`config.mk`:
```
export PLATFORM = sky130hd
export DESIGN_NAME = polar_trajectory_statistics
export DESIGN_NICKNAME = d
export VERILOG_FILES = /design/src/hdl/pts_pkg.sv /design/src/hdl/pts_front.sv /design/src/hdl/pts_queue.sv /design/src/hdl/pts_polar.sv /design/src/hdl/pts_back.sv /design/src/hdl/polar_trajectory_statistics.sv
export SDC_FILE = /design/constraint.sdc
export NUM_CORES = 2
export LEC_CHECK = 0
export BUFFER_PORTS_ARGS = -buffer_cell sky130_fd_sc_hd__buf_4
export CORE_MARGIN = 1.5
export CORE_UTILIZATION = 45
export CTS_CLUSTER_SIZE = 40
export DETAILED_ROUTE_END_ITERATION = 16
export SETUP_SLACK_MARGIN = 0.5
export SKIP_CTS_REPAIR_TIMING = 1
export SLEW_MARGIN = 40
export SYNTH_ARGS = -nofsm -noshare
export SYNTH_HDL_FRONTEND = slang
export SYNTH_SLANG_ARGS = --single-unit
```
`constraint.sdc`:
```
create_clock -name clk_i -period 21.1 [get_ports clk_i]
set_input_delay 4.22 -clock clk_i [delete_from_list [all_inputs] [get_ports clk_i]]
set_output_delay 4.22 -clock clk_i [all_outputs]
set_load 0.01 [all_outputs]
```
`src/hdl/pts_pkg.sv`:
```
// Package for the polar trajectory statistics block.
// Holds the item and handshake types, state encodings, field widths and the
// CORDIC arctangent table. No dependencies.
`timescale 1ns / 1ps

package pts_pkg;

  localparam int RADIUS_W       = 32;
  localparam int ANGLE_W        = 32;
  localparam int SUM_W          = 56;
  localparam int SWEEP_W        = 48;
  localparam int COUNT_OUT_W    = 24;
  localparam int COUNT_MAX_BITS = 32;
  localparam int SQRT_IN_W      = 2 * RADIUS_W;
  localparam int REM_W          = RADIUS_W + 2;
  localparam int STEP_W         = 5;
  localparam int CORDIC_STEPS   = 32;

  localparam int COORD_WIDTH_DEF = 32;
  localparam int COUNT_BITS_DEF  = 24;

  localparam int QUEUE_DEPTH = 2;
  localparam int QPTR_W      = $clog2(QUEUE_DEPTH);
  localparam int QCNT_W      = $clog2(QUEUE_DEPTH + 1);

  localparam logic [1:0] OP_CART  = 2'd0;
  localparam logic [1:0] OP_POLAR = 2'd1;
  localparam logic [1:0] OP_CLEAR = 2'd2;

  localparam logic signed [SUM_W-1:0] ANGLE_SUM_MAX = {1'b0, {(SUM_W - 1){1'b1}}};
  localparam logic signed [SUM_W-1:0] ANGLE_SUM_MIN = {1'b1, {(SUM_W - 1){1'b0}}};
  localparam logic signed [SWEEP_W-1:0] SWEEP_MAX = {1'b0, {(SWEEP_W - 1){1'b1}}};
  localparam logic signed [SWEEP_W-1:0] SWEEP_MIN = {1'b1, {(SWEEP_W - 1){1'b0}}};
  localparam logic signed [ANGLE_W-1:0] ANGLE_POS_MAX = {1'b0, {(ANGLE_W - 1){1'b1}}};
  localparam logic signed [ANGLE_W-1:0] ANGLE_NEG_MAX = {1'b1, {(ANGLE_W - 1){1'b0}}};
  localparam logic [ANGLE_W-1:0] HALF_TURN = {1'b1, {(ANGLE_W - 1){1'b0}}};

  typedef enum logic [1:0] {
    KIND_CART,
    KIND_POLAR,
    KIND_CLEAR,
    KIND_NOP
  } item_kind_e;

  typedef struct packed {
    item_kind_e                 kind;
    logic signed [31:0]         x_pos;
    logic signed [31:0]         y_pos;
    logic [RADIUS_W-1:0]        radius;
    logic signed [ANGLE_W-1:0]  angle;
  } item_t;

  typedef struct packed {
    logic               start;
    logic signed [31:0] x_pos;
    logic signed [31:0] y_pos;
  } polar_req_t;

  typedef struct packed {
    logic                      done;
    logic [RADIUS_W-1:0]       radius;
    logic signed [ANGLE_W-1:0] angle;
  } polar_rsp_t;

  typedef enum logic [2:0] {
    PS_IDLE,
    PS_SQX,
    PS_SQY,
    PS_ITER,
    PS_DONE
  } polar_state_e;

  typedef enum logic [1:0] {
    BS_IDLE,
    BS_WAIT,
    BS_APPLY
  } back_state_e;

  // Rounded atan(2^-i) in binary angle units, one turn being 2^32.
  function automatic logic [ANGLE_W-1:0] cordic_atan(input logic [STEP_W-1:0] idx);
    logic [ANGLE_W-1:0] val;
    case (idx)
      5'd0:  val = 32'd536870912;
      5'd1:  val = 32'd316933406;
      5'd2:  val = 32'd167458907;
      5'd3:  val = 32'd85004756;
      5'd4:  val = 32'd42667331;
      5'd5:  val = 32'd21354465;
      5'd6:  val = 32'd10679838;
      5'd7:  val = 32'd5340245;
      5'd8:  val = 32'd2670163;
      5'd9:  val = 32'd1335087;
      5'd10: val = 32'd667544;
      5'd11: val = 32'd333772;
      5'd12: val = 32'd166886;
      5'd13: val = 32'd83443;
      5'd14: val = 32'd41722;
      5'd15: val = 32'd20861;
      5'd16: val = 32'd10430;
      5'd17: val = 32'd5215;
      5'd18: val = 32'd2608;
      5'd19: val = 32'd1304;
      5'd20: val = 32'd652;
      5'd21: val = 32'd326;
      5'd22: val = 32'd163;
      5'd23: val = 32'd81;
      5'd24: val = 32'd41;
      5'd25: val = 32'd20;
      5'd26: val = 32'd10;
      5'd27: val = 32'd5;
      5'd28: val = 32'd3;
      5'd29: val = 32'd1;
      5'd30: val = 32'd1;
      default: val = 32'd0;
    endcase
    return val;
  endfunction

endpackage

```
`src/hdl/pts_front.sv`:
```
// Front end of the trajectory statistics block: accepts input transfers,
// classifies the opcode and trims coordinates to the configured width.
// Depends on pts_pkg.
`timescale 1ns / 1ps

module pts_front #(
  parameter int COORD_WIDTH = pts_pkg::COORD_WIDTH_DEF
) (
  input  logic               in_valid_i,
  output logic               in_stall_o,
  input  logic [1:0]         opcode_i,
  input  logic signed [31:0] x_pos_i,
  input  logic signed [31:0] y_pos_i,
  input  logic [31:0]        radius_in_i,
  input  logic signed [31:0] angle_in_i,
  output logic               item_valid_o,
  output pts_pkg::item_t     item_o,
  input  logic               item_stall_i
);
  import pts_pkg::*;

  localparam int CW = (COORD_WIDTH > 32) ? 32 : COORD_WIDTH;

  logic signed [CW-1:0] x_cw;
  logic signed [CW-1:0] y_cw;

  assign x_cw = x_pos_i[CW-1:0];
  assign y_cw = y_pos_i[CW-1:0];

  always_comb begin
    case (opcode_i)
      OP_CART:  item_o.kind = KIND_CART;
      OP_POLAR: item_o.kind = KIND_POLAR;
      OP_CLEAR: item_o.kind = KIND_CLEAR;
      default:  item_o.kind = KIND_NOP;
    endcase
    item_o.x_pos  = 32'(x_cw);
    item_o.y_pos  = 32'(y_cw);
    item_o.radius = radius_in_i;
    item_o.angle  = angle_in_i;
  end

  assign item_valid_o = in_valid_i;
  assign in_stall_o   = item_stall_i;

endmodule

```
`src/hdl/pts_queue.sv`:
```
// Short queue between the front end and the back end of the statistics block.
// Holds classified items so that each side stalls on its own. Depends on pts_pkg.
`timescale 1ns / 1ps

module pts_queue (
  input  logic           clk_i,
  input  logic           rst_ni,
  input  logic           push_valid_i,
  input  pts_pkg::item_t push_item_i,
  output logic           push_stall_o,
  output logic           pop_valid_o,
  output pts_pkg::item_t pop_item_o,
  input  logic           pop_stall_i
);
  import pts_pkg::*;

  item_t             mem_q [QUEUE_DEPTH];
  logic [QPTR_W-1:0] wr_ptr_q;
  logic [QPTR_W-1:0] rd_ptr_q;
  logic [QCNT_W-1:0] count_q;
  logic              push;
  logic              pop;

  assign push_stall_o = (count_q == QCNT_W'(QUEUE_DEPTH));
  assign pop_valid_o  = (count_q != '0);
  assign pop_item_o   = mem_q[rd_ptr_q];
  assign push = push_valid_i && !push_stall_o;
  assign pop  = pop_valid_o && !pop_stall_i;

  always_ff @(posedge clk_i) begin
    if (push) begin
      mem_q[wr_ptr_q] <= push_item_i;
    end
  end

  always_ff @(posedge clk_i or negedge rst_ni) begin
    if (!rst_ni) begin
      wr_ptr_q <= '0;
      rd_ptr_q <= '0;
      count_q  <= '0;
    end else begin
      if (push) begin
        wr_ptr_q <= wr_ptr_q + QPTR_W'(1);
      end
      if (pop) begin
        rd_ptr_q <= rd_ptr_q + QPTR_W'(1);
      end
      if (push && !pop) begin
        count_q <= count_q + QCNT_W'(1);
      end else if (pop && !push) begin
        count_q <= count_q - QCNT_W'(1);
      end
    end
  end

endmodule

```
`src/hdl/pts_polar.sv`:
```
// Cartesian to polar conversion unit: squares the coordinates on one shared
// multiplier, then runs a digit-by-digit square root and a CORDIC vectoring
// rotation side by side, one step per cycle. Depends on pts_pkg.
`timescale 1ns / 1ps

module pts_polar #(
  parameter int COORD_WIDTH = pts_pkg::COORD_WIDTH_DEF
) (
  input  logic                clk_i,
  input  logic                rst_ni,
  input  pts_pkg::polar_req_t req_i,
  output pts_pkg::polar_rsp_t rsp_o
);
  import pts_pkg::*;

  localparam int CW   = (COORD_WIDTH > 32) ? 32 : COORD_WIDTH;
  localparam int W    = CW + 4;
  localparam int SQ_W = 2 * CW;

  polar_state_e state_q;
  polar_state_e state_d;

  logic signed [CW-1:0] x_cw;
  logic signed [CW-1:0] y_cw;
  logic                 x_neg;
  logic                 y_neg;
  logic signed [W-1:0]  x_w;
  logic signed [W-1:0]  y_w;
  logic [CW-1:0]        ax;
  logic [CW-1:0]        ay;

  logic [CW-1:0]        ax_q;
  logic [CW-1:0]        ay_q;
  logic [CW-1:0]        mul_op;
  logic [SQ_W-1:0]      mul_res;
  logic [SQ_W-1:0]      prod_q;

  logic signed [W-1:0]  cx_q;
  logic signed [W-1:0]  cy_q;
  logic [ANGLE_W-1:0]   z_q;
  logic                 zero_q;
  logic signed [W-1:0]  xs;
  logic signed [W-1:0]  ys;
  logic signed [W-1:0]  cx_n;
  logic signed [W-1:0]  cy_n;
  logic [ANGLE_W-1:0]   z_n;

  logic [SQRT_IN_W-1:0] v_q;
  logic [RADIUS_W-1:0]  root_q;
  logic [REM_W-1:0]     rem_q;
  logic [REM_W+1:0]     rem_sh;
  logic [REM_W+1:0]     trial;
  logic [REM_W-1:0]     rem_n;
  logic [RADIUS_W-1:0]  root_n;

  logic [STEP_W-1:0]    step_q;

  assign x_cw  = req_i.x_pos[CW-1:0];
  assign y_cw  = req_i.y_pos[CW-1:0];
  assign x_neg = x_cw[CW-1];
  assign y_neg = y_cw[CW-1];
  assign x_w   = W'(x_cw);
  assign y_w   = W'(y_cw);
  assign ax    = x_neg ? CW'(-x_cw) : CW'(x_cw);
  assign ay    = y_neg ? CW'(-y_cw) : CW'(y_cw);

  assign mul_op  = (state_q == PS_SQX) ? ax_q : ay_q;
  assign mul_res = SQ_W'(mul_op) * SQ_W'(mul_op);

  always_comb begin
    xs = cx_q >>> step_q;
    ys = cy_q >>> step_q;
    if (!cy_q[W-1]) begin
      cx_n = cx_q + ys;
      cy_n = cy_q - xs;
      z_n  = z_q + cordic_atan(step_q);
    end else begin
      cx_n = cx_q - ys;
      cy_n = cy_q + xs;
      z_n  = z_q - cordic_atan(step_q);
    end
  end

  always_comb begin
    rem_sh = {rem_q, v_q[SQRT_IN_W-1 -: 2]};
    trial  = {2'b00, root_q, 2'b01};
    if (rem_sh >= trial) begin
      rem_n  = REM_W'(rem_sh - trial);
      root_n = {root_q[RADIUS_W-2:0], 1'b1};
    end else begin
      rem_n  = rem_sh[REM_W-1:0];
      root_n = {root_q[RADIUS_W-2:0], 1'b0};
    end
  end

  always_comb begin
    state_d = state_q;
    case (state_q)
      PS_IDLE: begin
        if (req_i.start) begin
          state_d = PS_SQX;
        end
      end
      PS_SQX: state_d = PS_SQY;
      PS_SQY: state_d = PS_ITER;
      PS_ITER: begin
        if (step_q == STEP_W'(CORDIC_STEPS - 1)) begin
          state_d = PS_DONE;
        end
      end
      PS_DONE: state_d = PS_IDLE;
      default: state_d = PS_IDLE;
    endcase
  end

  always_ff @(posedge clk_i or negedge rst_ni) begin
    if (!rst_ni) begin
      state_q <= PS_IDLE;
      step_q  <= '0;
    end else begin
      state_q <= state_d;
      if (state_q == PS_ITER) begin
        step_q <= step_q + STEP_W'(1);
      end else begin
        step_q <= '0;
      end
    end
  end

  always_ff @(posedge clk_i) begin
    case (state_q)
      PS_IDLE: begin
        if (req_i.start) begin
          ax_q   <= ax;
          ay_q   <= ay;
          zero_q <= (x_cw == '0) && (y_cw == '0);
          cx_q   <= x_neg ? -x_w : x_w;
          cy_q   <= x_neg ? -y_w : y_w;
          z_q    <= x_neg ? HALF_TURN : '0;
        end
      end
      PS_SQX: prod_q <= mul_res;
      PS_SQY: begin
        v_q    <= SQRT_IN_W'(prod_q + mul_res);
        root_q <= '0;
        rem_q  <= '0;
      end
      PS_ITER: begin
        cx_q   <= cx_n;
        cy_q   <= cy_n;
        z_q    <= z_n;
        v_q    <= {v_q[SQRT_IN_W-3:0], 2'b00};
        root_q <= root_n;
        rem_q  <= rem_n;
      end
      default: ;
    endcase
  end

  assign rsp_o.done   = (state_q == PS_DONE);
  assign rsp_o.radius = root_q;
  assign rsp_o.angle  = zero_q ? '0 : z_q;

endmodule

```
`src/hdl/pts_back.sv`:
```
// Back end of the trajectory statistics block: takes items from the queue,
// runs cartesian samples through the conversion unit and updates the running
// statistics, which also serve as the output register. Depends on pts_pkg.
`timescale 1ns / 1ps

module pts_back #(
  parameter int COUNT_BITS = pts_pkg::COUNT_BITS_DEF
) (
  input  logic                clk_i,
  input  logic                rst_ni,
  input  logic                q_valid_i,
  input  pts_pkg::item_t      q_item_i,
  output logic                q_stall_o,
  output pts_pkg::polar_req_t polar_req_o,
  input  pts_pkg::polar_rsp_t polar_rsp_i,
  output logic                out_valid_o,
  input  logic                out_stall_i,
  output logic [31:0]         radius_min_o,
  output logic [31:0]         radius_max_o,
  output logic [55:0]         radius_sum_o,
  output logic signed [31:0]  angle_min_o,
  output logic signed [31:0]  angle_max_o,
  output logic signed [55:0]  angle_sum_o,
  output logic signed [47:0]  swept_angle_o,
  output logic [23:0]         sample_count_o
);
  import pts_pkg::*;

  back_state_e state_q;
  back_state_e state_d;
  logic        apply;
  logic        out_valid_q;
  logic        out_valid_d;

  item_kind_e                kind_q;
  logic [RADIUS_W-1:0]       smp_r_q;
  logic signed [ANGLE_W-1:0] smp_a_q;

  logic [RADIUS_W-1:0]       rmin_q, rmin_d;
  logic [RADIUS_W-1:0]       rmax_q, rmax_d;
  logic [SUM_W-1:0]          rsum_q, rsum_d;
  logic signed [ANGLE_W-1:0] amin_q, amin_d;
  logic signed [ANGLE_W-1:0] amax_q, amax_d;
  logic signed [SUM_W-1:0]   asum_q, asum_d;
  logic signed [SWEEP_W-1:0] sweep_q, sweep_d;
  logic signed [ANGLE_W-1:0] prev_q, prev_d;
  logic [COUNT_BITS-1:0]     cnt_q, cnt_d;

  logic [SUM_W:0]            rsum_ext;
  logic signed [SUM_W:0]     asum_ext;
  logic signed [ANGLE_W-1:0] step;
  logic signed [SWEEP_W:0]   sweep_ext;
  logic [SUM_W-1:0]          rsum_sat;
  logic signed [SUM_W-1:0]   asum_sat;
  logic signed [SWEEP_W-1:0] sweep_sat;
  logic [COUNT_MAX_BITS-1:0] cnt_wide;

  always_comb begin
    state_d           = state_q;
    q_stall_o         = 1'b1;
    apply             = 1'b0;
    polar_req_o.start = 1'b0;
    polar_req_o.x_pos = q_item_i.x_pos;
    polar_req_o.y_pos = q_item_i.y_pos;
    case (state_q)
      BS_IDLE: begin
        q_stall_o = 1'b0;
        if (q_valid_i) begin
          if (q_item_i.kind == KIND_CART) begin
            polar_req_o.start = 1'b1;
            state_d           = BS_WAIT;
          end else begin
            state_d = BS_APPLY;
          end
        end
      end
      BS_WAIT: begin
        if (polar_rsp_i.done) begin
          state_d = BS_APPLY;
        end
      end
      BS_APPLY: begin
        if (!out_valid_q || !out_stall_i) begin
          apply   = 1'b1;
          state_d = BS_IDLE;
        end
      end
      default: state_d = BS_IDLE;
    endcase
  end

  assign out_valid_d = apply || (out_valid_q && out_stall_i);

  always_ff @(posedge clk_i) begin
    if (state_q == BS_IDLE && q_valid_i) begin
      kind_q  <= q_item_i.kind;
      smp_r_q <= q_item_i.radius;
      smp_a_q <= q_item_i.angle;
    end else if (state_q == BS_WAIT && polar_rsp_i.done) begin
      smp_r_q <= polar_rsp_i.radius;
      smp_a_q <= polar_rsp_i.angle;
    end
  end

  // Saturating accumulators: one guard bit flags overflow past the limits.
  always_comb begin
    rsum_ext  = (SUM_W + 1)'(rsum_q) + (SUM_W + 1)'(smp_r_q);
    asum_ext  = (SUM_W + 1)'(asum_q) + (SUM_W + 1)'(smp_a_q);
    step      = smp_a_q - prev_q;
    sweep_ext = (SWEEP_W + 1)'(sweep_q) + (SWEEP_W + 1)'(step);
    rsum_sat  = rsum_ext[SUM_W] ? '1 : rsum_ext[SUM_W-1:0];
    if (asum_ext[SUM_W] != asum_ext[SUM_W-1]) begin
      asum_sat = asum_ext[SUM_W] ? ANGLE_SUM_MIN : ANGLE_SUM_MAX;
    end else begin
      asum_sat = asum_ext[SUM_W-1:0];
    end
    if (sweep_ext[SWEEP_W] != sweep_ext[SWEEP_W-1]) begin
      sweep_sat = sweep_ext[SWEEP_W] ? SWEEP_MIN : SWEEP_MAX;
    end else begin
      sweep_sat = sweep_ext[SWEEP_W-1:0];
    end
  end

  always_comb begin
    rmin_d  = rmin_q;
    rmax_d  = rmax_q;
    rsum_d  = rsum_q;
    amin_d  = amin_q;
    amax_d  = amax_q;
    asum_d  = asum_q;
    sweep_d = sweep_q;
    prev_d  = prev_q;
    cnt_d   = cnt_q;
    if (apply) begin
      case (kind_q)
        KIND_CART, KIND_POLAR: begin
          if (smp_r_q < rmin_q) begin
            rmin_d = smp_r_q;
          end
          if (smp_r_q > rmax_q) begin
            rmax_d = smp_r_q;
          end
          if (smp_a_q < amin_q) begin
            amin_d = smp_a_q;
          end
          if (smp_a_q > amax_q) begin
            amax_d = smp_a_q;
          end
          rsum_d  = rsum_sat;
          asum_d  = asum_sat;
          sweep_d = sweep_sat;
          prev_d  = smp_a_q;
          if (cnt_q != '1) begin
            cnt_d = cnt_q + COUNT_BITS'(1);
          end
        end
        KIND_CLEAR: begin
          rmin_d  = '1;
          rmax_d  = '0;
          rsum_d  = '0;
          amin_d  = ANGLE_POS_MAX;
          amax_d  = ANGLE_NEG_MAX;
          asum_d  = '0;
          sweep_d = '0;
          prev_d  = '0;
          cnt_d   = '0;
        end
        default: ;
      endcase
    end
  end

  always_ff @(posedge clk_i or negedge rst_ni) begin
    if (!rst_ni) begin
      state_q     <= BS_IDLE;
      out_valid_q <= 1'b0;
      rmin_q      <= '1;
      rmax_q      <= '0;
      rsum_q      <= '0;
      amin_q      <= ANGLE_POS_MAX;
      amax_q      <= ANGLE_NEG_MAX;
      asum_q      <= '0;
      sweep_q     <= '0;
      prev_q      <= '0;
      cnt_q       <= '0;
    end else begin
      state_q     <= state_d;
      out_valid_q <= out_valid_d;
      rmin_q      <= rmin_d;
      rmax_q      <= rmax_d;
      rsum_q      <= rsum_d;
      amin_q      <= amin_d;
      amax_q      <= amax_d;
      asum_q      <= asum_d;
      sweep_q     <= sweep_d;
      prev_q      <= prev_d;
      cnt_q       <= cnt_d;
    end
  end

  assign cnt_wide       = COUNT_MAX_BITS'(cnt_q);
  assign out_valid_o    = out_valid_q;
  assign radius_min_o   = rmin_q;
  assign radius_max_o   = rmax_q;
  assign radius_sum_o   = rsum_q;
  assign angle_min_o    = amin_q;
  assign angle_max_o    = amax_q;
  assign angle_sum_o    = asum_q;
  assign swept_angle_o  = sweep_q;
  assign sample_count_o = cnt_wide[COUNT_OUT_W-1:0];

endmodule

```
`src/hdl/polar_trajectory_statistics.sv`:
```
// Running statistics over a trajectory of position samples. Each input
// transfer is a cartesian sample, a polar sample or a clear command, and each
// one yields exactly one output transfer carrying the radius and angle
// minimum, maximum and saturating sum, the unwrapped swept angle and the
// sample count. A cartesian sample passes, from its acceptance by the back
// end to its result, through squaring, the 32 steps of the shared square-root
// and CORDIC unit and the update; polar samples, clears and unused opcodes go
// straight to the update. A two-entry queue behind the input lets new
// transfers be taken while the back end is busy or a result is stalled.
// Depends on pts_pkg, pts_front, pts_queue, pts_polar and pts_back.
`timescale 1ns / 1ps

module polar_trajectory_statistics #(
  parameter int COORD_WIDTH = pts_pkg::COORD_WIDTH_DEF,
  parameter int COUNT_BITS  = pts_pkg::COUNT_BITS_DEF
) (
  input  logic               clk_i,
  input  logic               rst_ni,
  input  logic               in_valid_i,
  output logic               in_stall_o,
  input  logic [1:0]         opcode_i,
  input  logic signed [31:0] x_pos_i,
  input  logic signed [31:0] y_pos_i,
  input  logic [31:0]        radius_in_i,
  input  logic signed [31:0] angle_in_i,
  output logic               out_valid_o,
  input  logic               out_stall_i,
  output logic [31:0]        radius_min_o,
  output logic [31:0]        radius_max_o,
  output logic [55:0]        radius_sum_o,
  output logic signed [31:0] angle_min_o,
  output logic signed [31:0] angle_max_o,
  output logic signed [55:0] angle_sum_o,
  output logic signed [47:0] swept_angle_o,
  output logic [23:0]        sample_count_o
);
  import pts_pkg::*;

  logic       front_valid;
  item_t      front_item;
  logic       front_stall;
  logic       q_valid;
  item_t      q_item;
  logic       q_stall;
  polar_req_t polar_req;
  polar_rsp_t polar_rsp;

  pts_front #(
    .COORD_WIDTH(COORD_WIDTH)
  ) u_front (
    .in_valid_i  (in_valid_i),
    .in_stall_o  (in_stall_o),
    .opcode_i    (opcode_i),
    .x_pos_i     (x_pos_i),
    .y_pos_i     (y_pos_i),
    .radius_in_i (radius_in_i),
    .angle_in_i  (angle_in_i),
    .item_valid_o(front_valid),
    .item_o      (front_item),
    .item_stall_i(front_stall)
  );

  pts_queue u_queue (
    .clk_i       (clk_i),
    .rst_ni      (rst_ni),
    .push_valid_i(front_valid),
    .push_item_i (front_item),
    .push_stall_o(front_stall),
    .pop_valid_o (q_valid),
    .pop_item_o  (q_item),
    .pop_stall_i (q_stall)
  );

  pts_polar #(
    .COORD_WIDTH(COORD_WIDTH)
  ) u_polar (
    .clk_i (clk_i),
    .rst_ni(rst_ni),
    .req_i (polar_req),
    .rsp_o (polar_rsp)
  );

  pts_back #(
    .COUNT_BITS(COUNT_BITS)
  ) u_back (
    .clk_i         (clk_i),
    .rst_ni        (rst_ni),
    .q_valid_i     (q_valid),
    .q_item_i      (q_item),
    .q_stall_o     (q_stall),
    .polar_req_o   (polar_req),
    .polar_rsp_i   (polar_rsp),
    .out_valid_o   (out_valid_o),
    .out_stall_i   (out_stall_i),
    .radius_min_o  (radius_min_o),
    .radius_max_o  (radius_max_o),
    .radius_sum_o  (radius_sum_o),
    .angle_min_o   (angle_min_o),
    .angle_max_o   (angle_max_o),
    .angle_sum_o   (angle_sum_o),
    .swept_angle_o (swept_angle_o),
    .sample_count_o(sample_count_o)
  );

endmodule

```
# Word level (Yosys, flattened, before mapping)
# Memory sizes are Yosys's and may differ from the RTL's.
# Index checks and enable logic that the tools add are counted.
# op_classes
n_mul	1
reduce_logical	38
addsub	22
shift	2
mux	65
n_eq_ne	25
order_cmp	5
# op_table
op	count
two-way mux 32 bit	15
one-hot mux 32 bit (2 select lines)	7
one-hot mux 56 bit (2 select lines)	2
two-way mux 36 bit	6
two-way mux 56 bit	3
one-hot mux 36 bit (2 select lines)	2
one-hot mux 64 bit (2 select lines)	1
adder 56 x 32 -> 57 bit	2
two-way mux 48 bit	2
one-hot mux 48 bit (2 select lines)	1
adder 36 bit	2
negator 32 -> 36 bit	2
>>> shifter 36 x 5 -> 36 bit	2
subtractor 36 bit	2
one-hot mux 34 bit (2 select lines)	1
adder 64 bit	1
> comparator 32 bit	2
logical NOT 32 bit	2
< comparator 32 bit	2
multiplier 32 x 32 -> 64 bit	1
negator 32 bit	2
subtractor 32 bit	2
two-way mux 31 bit	2
adder 48 x 32 -> 49 bit	1
other kinds (36)	93
# totals
mem_bits_ro	1920
reg_bits	788
n_memories	3
in_bits	134
word_cells	192
mem_bits_rw	260
out_inout_bits	314
# memory_table
memory	words	width	read_ports	rd_clocked_by_memory_dff	write_ports	line	rtl
(name not given)	32	30	1	0	0	pts_pkg.sv:82	case (idx)
(name not given)	32	30	1	0	0	pts_pkg.sv:82	
u_queue.mem_q	2	130	1	0	1	pts_queue.sv:17	item_t mem_q [QUEUE_DEPTH];

# Depth between registers and ports, before layout
# logic_depth
ltp_word	7
mapped_depth	49
ltp_nobuf	44

# Cells and area by module
# From an unflattened synthesis, not the netlist that was laid out.
# hier_totals
hier_cells	10663
area_unflattened_um2	102978.8
# modules_own_cells
mod	area_each_um2	n_inst	seq_area_each_um2	cells_per_inst
pts_polar	61395.1	1	11070.6	6652
pts_back	30643.1	1	10745.3	3455
pts_queue	9957.0	1	7907.6	424
pts_front	983.4	1	0.0	132

# Worst setup path after synthesis
# Ideal clock, no wire load.
# synth_timing
path_type	reg2reg
startpoint	register u_polar.state_q[2]
endpoint	register u_polar.v_q[63] (data pin)
setup_time_ns	0.268
path_stages_with_launch	46
setup_slack_ns	7.339
synth_period_minus_slack_ns	13.761
required_time_ns	20.832
arrival_ns	13.493
n_path_buf	5
path_cell_list	dfrtp_1 > nor3b_1 > clkbuf_1 > clkbuf_1 > buf_1 > mux2_2 > clkbuf_1 > nand2_1 > fa_1 > inv_1 > fa_1 > fa_1 > inv_1 > fa_1 > inv_1 > fa_1 > inv_1 > fa_1 > [10 not listed] > a211o_1 > a21oi_1 > o21ai_0 > a31oi_1 > xnor2_1 > ha_1 > nand4_1 > nor4_1 > a31oi_1 > and2_1 > o311a_1 > nor4_1 > nor2_1 > o21ai_0 > a21o_1 > a21oi_1 > xnor2_1 > o21ai_0
# synth_between
elab_chain_len	5
word_cells_on_any_way	7
cone_classes	add/sub: 1; mul: 1; eq/ne: 3; mux: 2
# synth_lines
item	line	rtl
from (decl)	pts_polar.sv:20	polar_state_e state_q;
from (signal assigned)	pts_polar.sv:121	state_q <= state_d;
equality test 3 x 1 -> 1 bit	pts_polar.sv:67	assign mul_op = (state_q == PS_SQX) ? ax_q : ay_q;
two-way mux 32 bit	pts_polar.sv:67	
multiplier 32 x 32 -> 64 bit	pts_polar.sv:68	assign mul_res = SQ_W'(mul_op) * SQ_W'(mul_op);
via u_polar.mul_res[41]	pts_polar.sv:35	logic [SQ_W-1:0] mul_res;
adder 64 bit	pts_polar.sv:144	v_q <= SQRT_IN_W'(prod_q + mul_res);
one-hot mux 64 bit (2 select lines)	pts_polar.sv:131	case (state_q)
to (signal assigned)	pts_polar.sv:144	
to (signal assigned)	pts_polar.sv:152	v_q <= {v_q[SQRT_IN_W-3:0], 2'b00};
to (decl)	pts_polar.sv:48	logic [SQRT_IN_W-1:0] v_q;
# The timed path passes the listed nets, and every way through them passes these cells.
# A chain may end at the register's enable or synchronous reset.

# Worst setup path in the final report
# layout_timing
startpoint	register u_polar.state_q[0]
endpoint	register u_polar.v_q[63] (data pin)
# Same word-level chain as after synthesis.

==> metrics <==
layout cell share with drive strength beyond 1 10.4%; Worst-path clk slew 60 ps; outcome finished, final reports clean; fin util 50.5%; Pre-Repair DR Iteration Count 6; post-layout min period 13770 ps; Area after DPL 0.105 sq mm; Row Count 171; CP max FO 38; # clock sinks 1047; # IOs 448; Critical Path RT 21610 ps; Tot GR Track Use 28.3%; Unique masters post-synth 107; Reg2Reg Depth 41; Worst Path Buf+Inv 6; vias in the first global route 77.7k; Worst Setup End Kind register; clock skew 68.5 ps; critical path data arrival time 14280 ps; CTS buffer count 131; Area Overhead vs Synth 11.6%; chip width 471 um; CP Class reg2reg; clock buffer depth 3; Final Hold Fails 0; Max Cap Violations 0; Hold/Removal Path Class reg2reg; Syn Inst Count 10.2k; ANT nets after route 0; Final Setup Violations 0; routed via count 77.1k; DP HPWL 250000 um; Post-synth EDFFs 688; Post-Route Setup TNS 0 ps; number of port buffers 447; Yosys reg bits 1047; Hold Startpoint u_polar.v_q[16]$_DFFE_PP_; worst-skew pair later-pin latency 830 ps; Top FF cell, synth edfxtp_1; critical path endpoint u_polar.v_q[63]$_DFFE_PP_; Warnings, synthesis 0; max-slew violations 0; global-route wire length before repair 480000 um; crit path launch type register; total grt overflow 0; Mapped Avg Cell Area 9.68 sq um; fillcell total 19.9k; reg-to-reg critical path endpoint u_polar.v_q[63]$_DFFE_PP_; clock tree from TritonCTS done; Max-slew headroom 34.8%; sequential element share of the synthesized area 30.2%; FMAX 72.6 MHz; worst-margin pin slew 974 ps; Period Utilization, post-route 65.2%; H-Tree Depth 4; Via density 5.74; Starting Density 45.3%; largest net degree at the start of global routing 143; Worst path depth 41; Design Area, Final 0.110 sq mm; GP Congestion 0.977; critical path's slowest cell clkinv_1; DRT iter0 DRCs 6338; post-synthesis instance area 0.0984 sq mm; DR WL/cell 23.7 um; Setup crit start u_polar.state_q[0]$_DFFE_PN0P_; slowest stage delay, CP 840 ps; Worst path top cell family by delay adder cells; Die ar. 0.222 sq mm; asr flop ratio synth 34.3%; Reg2Reg Setup Slack 7330 ps; Die H 471 um; Core Footprint 0.217 sq mm; R2R Path Start u_polar.state_q[0]$_DFFE_PN0P_; fin nets 12.2k; Root Driver clkbuf_16; Critical Path Most Common Cell fa_1; DRC 0; initial antenna violation count 35; unrepaired setup endpoints after global routing no; post-synthesis net count 11.9k; Routed WL 318000 um
## area by class of cell
| type | count | area (sq um) | area share [%] |
|---|---|---|---|
| Inverter | 1322 | 4970 | 4.52 |
| Timing Repair Buffer | 572 | 4520 | 4.11 |
| Multi-Input combinational cell | 7389 | 62300 | 56.7 |
| Sequential cell | 1047 | 29700 | 27.1 |
| Clock inverter | 92 | 1290 | 1.17 |
| Antenna cell | 11 | 27.5 | 0.0251 |
| Clock buffer | 148 | 3410 | 3.11 |
| Tap cell | 2854 | 3570 | 3.25 |
## metal layers
metal / global-route usage [%] / vias up / part of all wire [%]
met5: 0 / - / 0.018
met4: 10.6 / 8 / 4.3
met3: 5.35 / 585 / 7.2
met2: 46.0 / 2694 / 46
met1: 37.5 / 38300 / 42
li1: - / 35600 / -
## cell usage after synthesis, types with 14 or more instances
cell      count  share of area [%]
a31oi_1      88               0.56
a31o_2       15               0.13
mux2_2       51               0.58
o22a_1       66               0.59
o22ai_1      30               0.19
or3_1        37               0.24
o21bai_1     56               0.43
and3_1       79               0.50
o211ai_1     26               0.20
buf_1        41               0.16
buf_2        42               0.21
dfstp_2      64                1.7
a21o_1      280                2.1
clkbuf_1    308                1.2
nand3b_1     39               0.30
xor2_1      231                2.1
mux2i_1     245                2.5
nand3_1     148               0.75
mux4_1       30               0.80
fa_1        799                 16
nor2b_1      80               0.51
inv_1      1311                5.0
o21a_1       74               0.56
a211o_1      14               0.12
xnor2_1     373                3.3
a21boi_0     16               0.12
o31ai_1      46               0.35
nand2b_1     83               0.53
ha_1        793                 10
dfrtp_1     295                7.5
nand4_1      92               0.58
nor4_1       23               0.15
a21oi_1     569                2.9
nand2_1     917                3.5
or2_2        25               0.16
o21ai_0     634                3.2
a22o_1       79               0.70
nor2_1      851                3.2
nor3_1      114               0.58
mux4_2       57                1.3
and2_1       44               0.28
edfxtp_1    688                 21
a211oi_1     54               0.41
## tightest hold or removal path: stages, from the launching register on
cell	delay (ps)
edfxtp_1	310
nand2_1	50
o21ai_0	70
## cells by family after synthesis
logic type	Yosys count	synth area share, %
AOI/OAI and AO/OA	2211	14.1
xor gates and xnor gates	604	5.37
adders and majority gates	1592	26.3
buffers and inverters	1733	6.84
DFF	1047	30.2
muxes	385	5.22
and+or+nand+nor	2597	11.9
## through the flow
stage / hold slack (ps) / setup slack [ps] / cells
6_report: 480 / 7330 / 13400
5_1_grt: 530 / 6590 / 13400
4_1_cts: 498 / 7390 / 13400
3_5_place_dp: 494 / 7480 / 13200
3_3_place_gp: 485 / 7680 / 13200
2_1_floorplan: 461 / 7340 / 10200
## worst min path at each step
stage | to | depth (start not counted) | slack (ps)
after CTS | u_polar.v_q[18]$_DFFE_PP_ | 2 | 500
after global placement | u_back.prev_q[0]$_DFFE_PN0P_ | 1 | 480
after floorplan | u_queue.wr_ptr_q$_DFFE_PN0P_ | 1 | 460
after detailed placement | u_back.prev_q[0]$_DFFE_PN0P_ | 1 | 490
final | u_polar.v_q[18]$_DFFE_PP_ | 2 | 480
after global routing | u_back.swept_angle_o[33]$_DFFE_PN0P_ | 2 | 530
## state kept, by name (all words and copies together), names as in the netlist, 34 cells and up
signal	flops
u_back.angle_sum_o	56
u_back.radius_sum_o	56
u_back.swept_angle_o	48
u_polar.cx_q	36
u_polar.cy_q	36
u_polar.prod_q	63
u_polar.rem_q	34
u_polar.v_q	64
u_queue.mem_q	260
## layout by cell type, fill, tap and decap left out, drive strengths merged, types with 68 or more instances in the layout
master  count
a21o      280
a21oi     569
a22o       79
a31oi      88
and3       81
buf       572
clkbuf    148
clkinv     68
dfrtp     295
edfxtp    688
fa        799
ha        793
inv      1321
mux2i     247
mux4       87
nand2     918
nand2b     83
nand3     149
nand4      92
nor2      853
nor2b      80
nor3      115
o21a       74
o21ai     637
xnor2     373
xor2      231
Power is left out: the tool's default activity adds up to more than one toggle a clock period on the data nets, which glitch-free logic cannot reach.
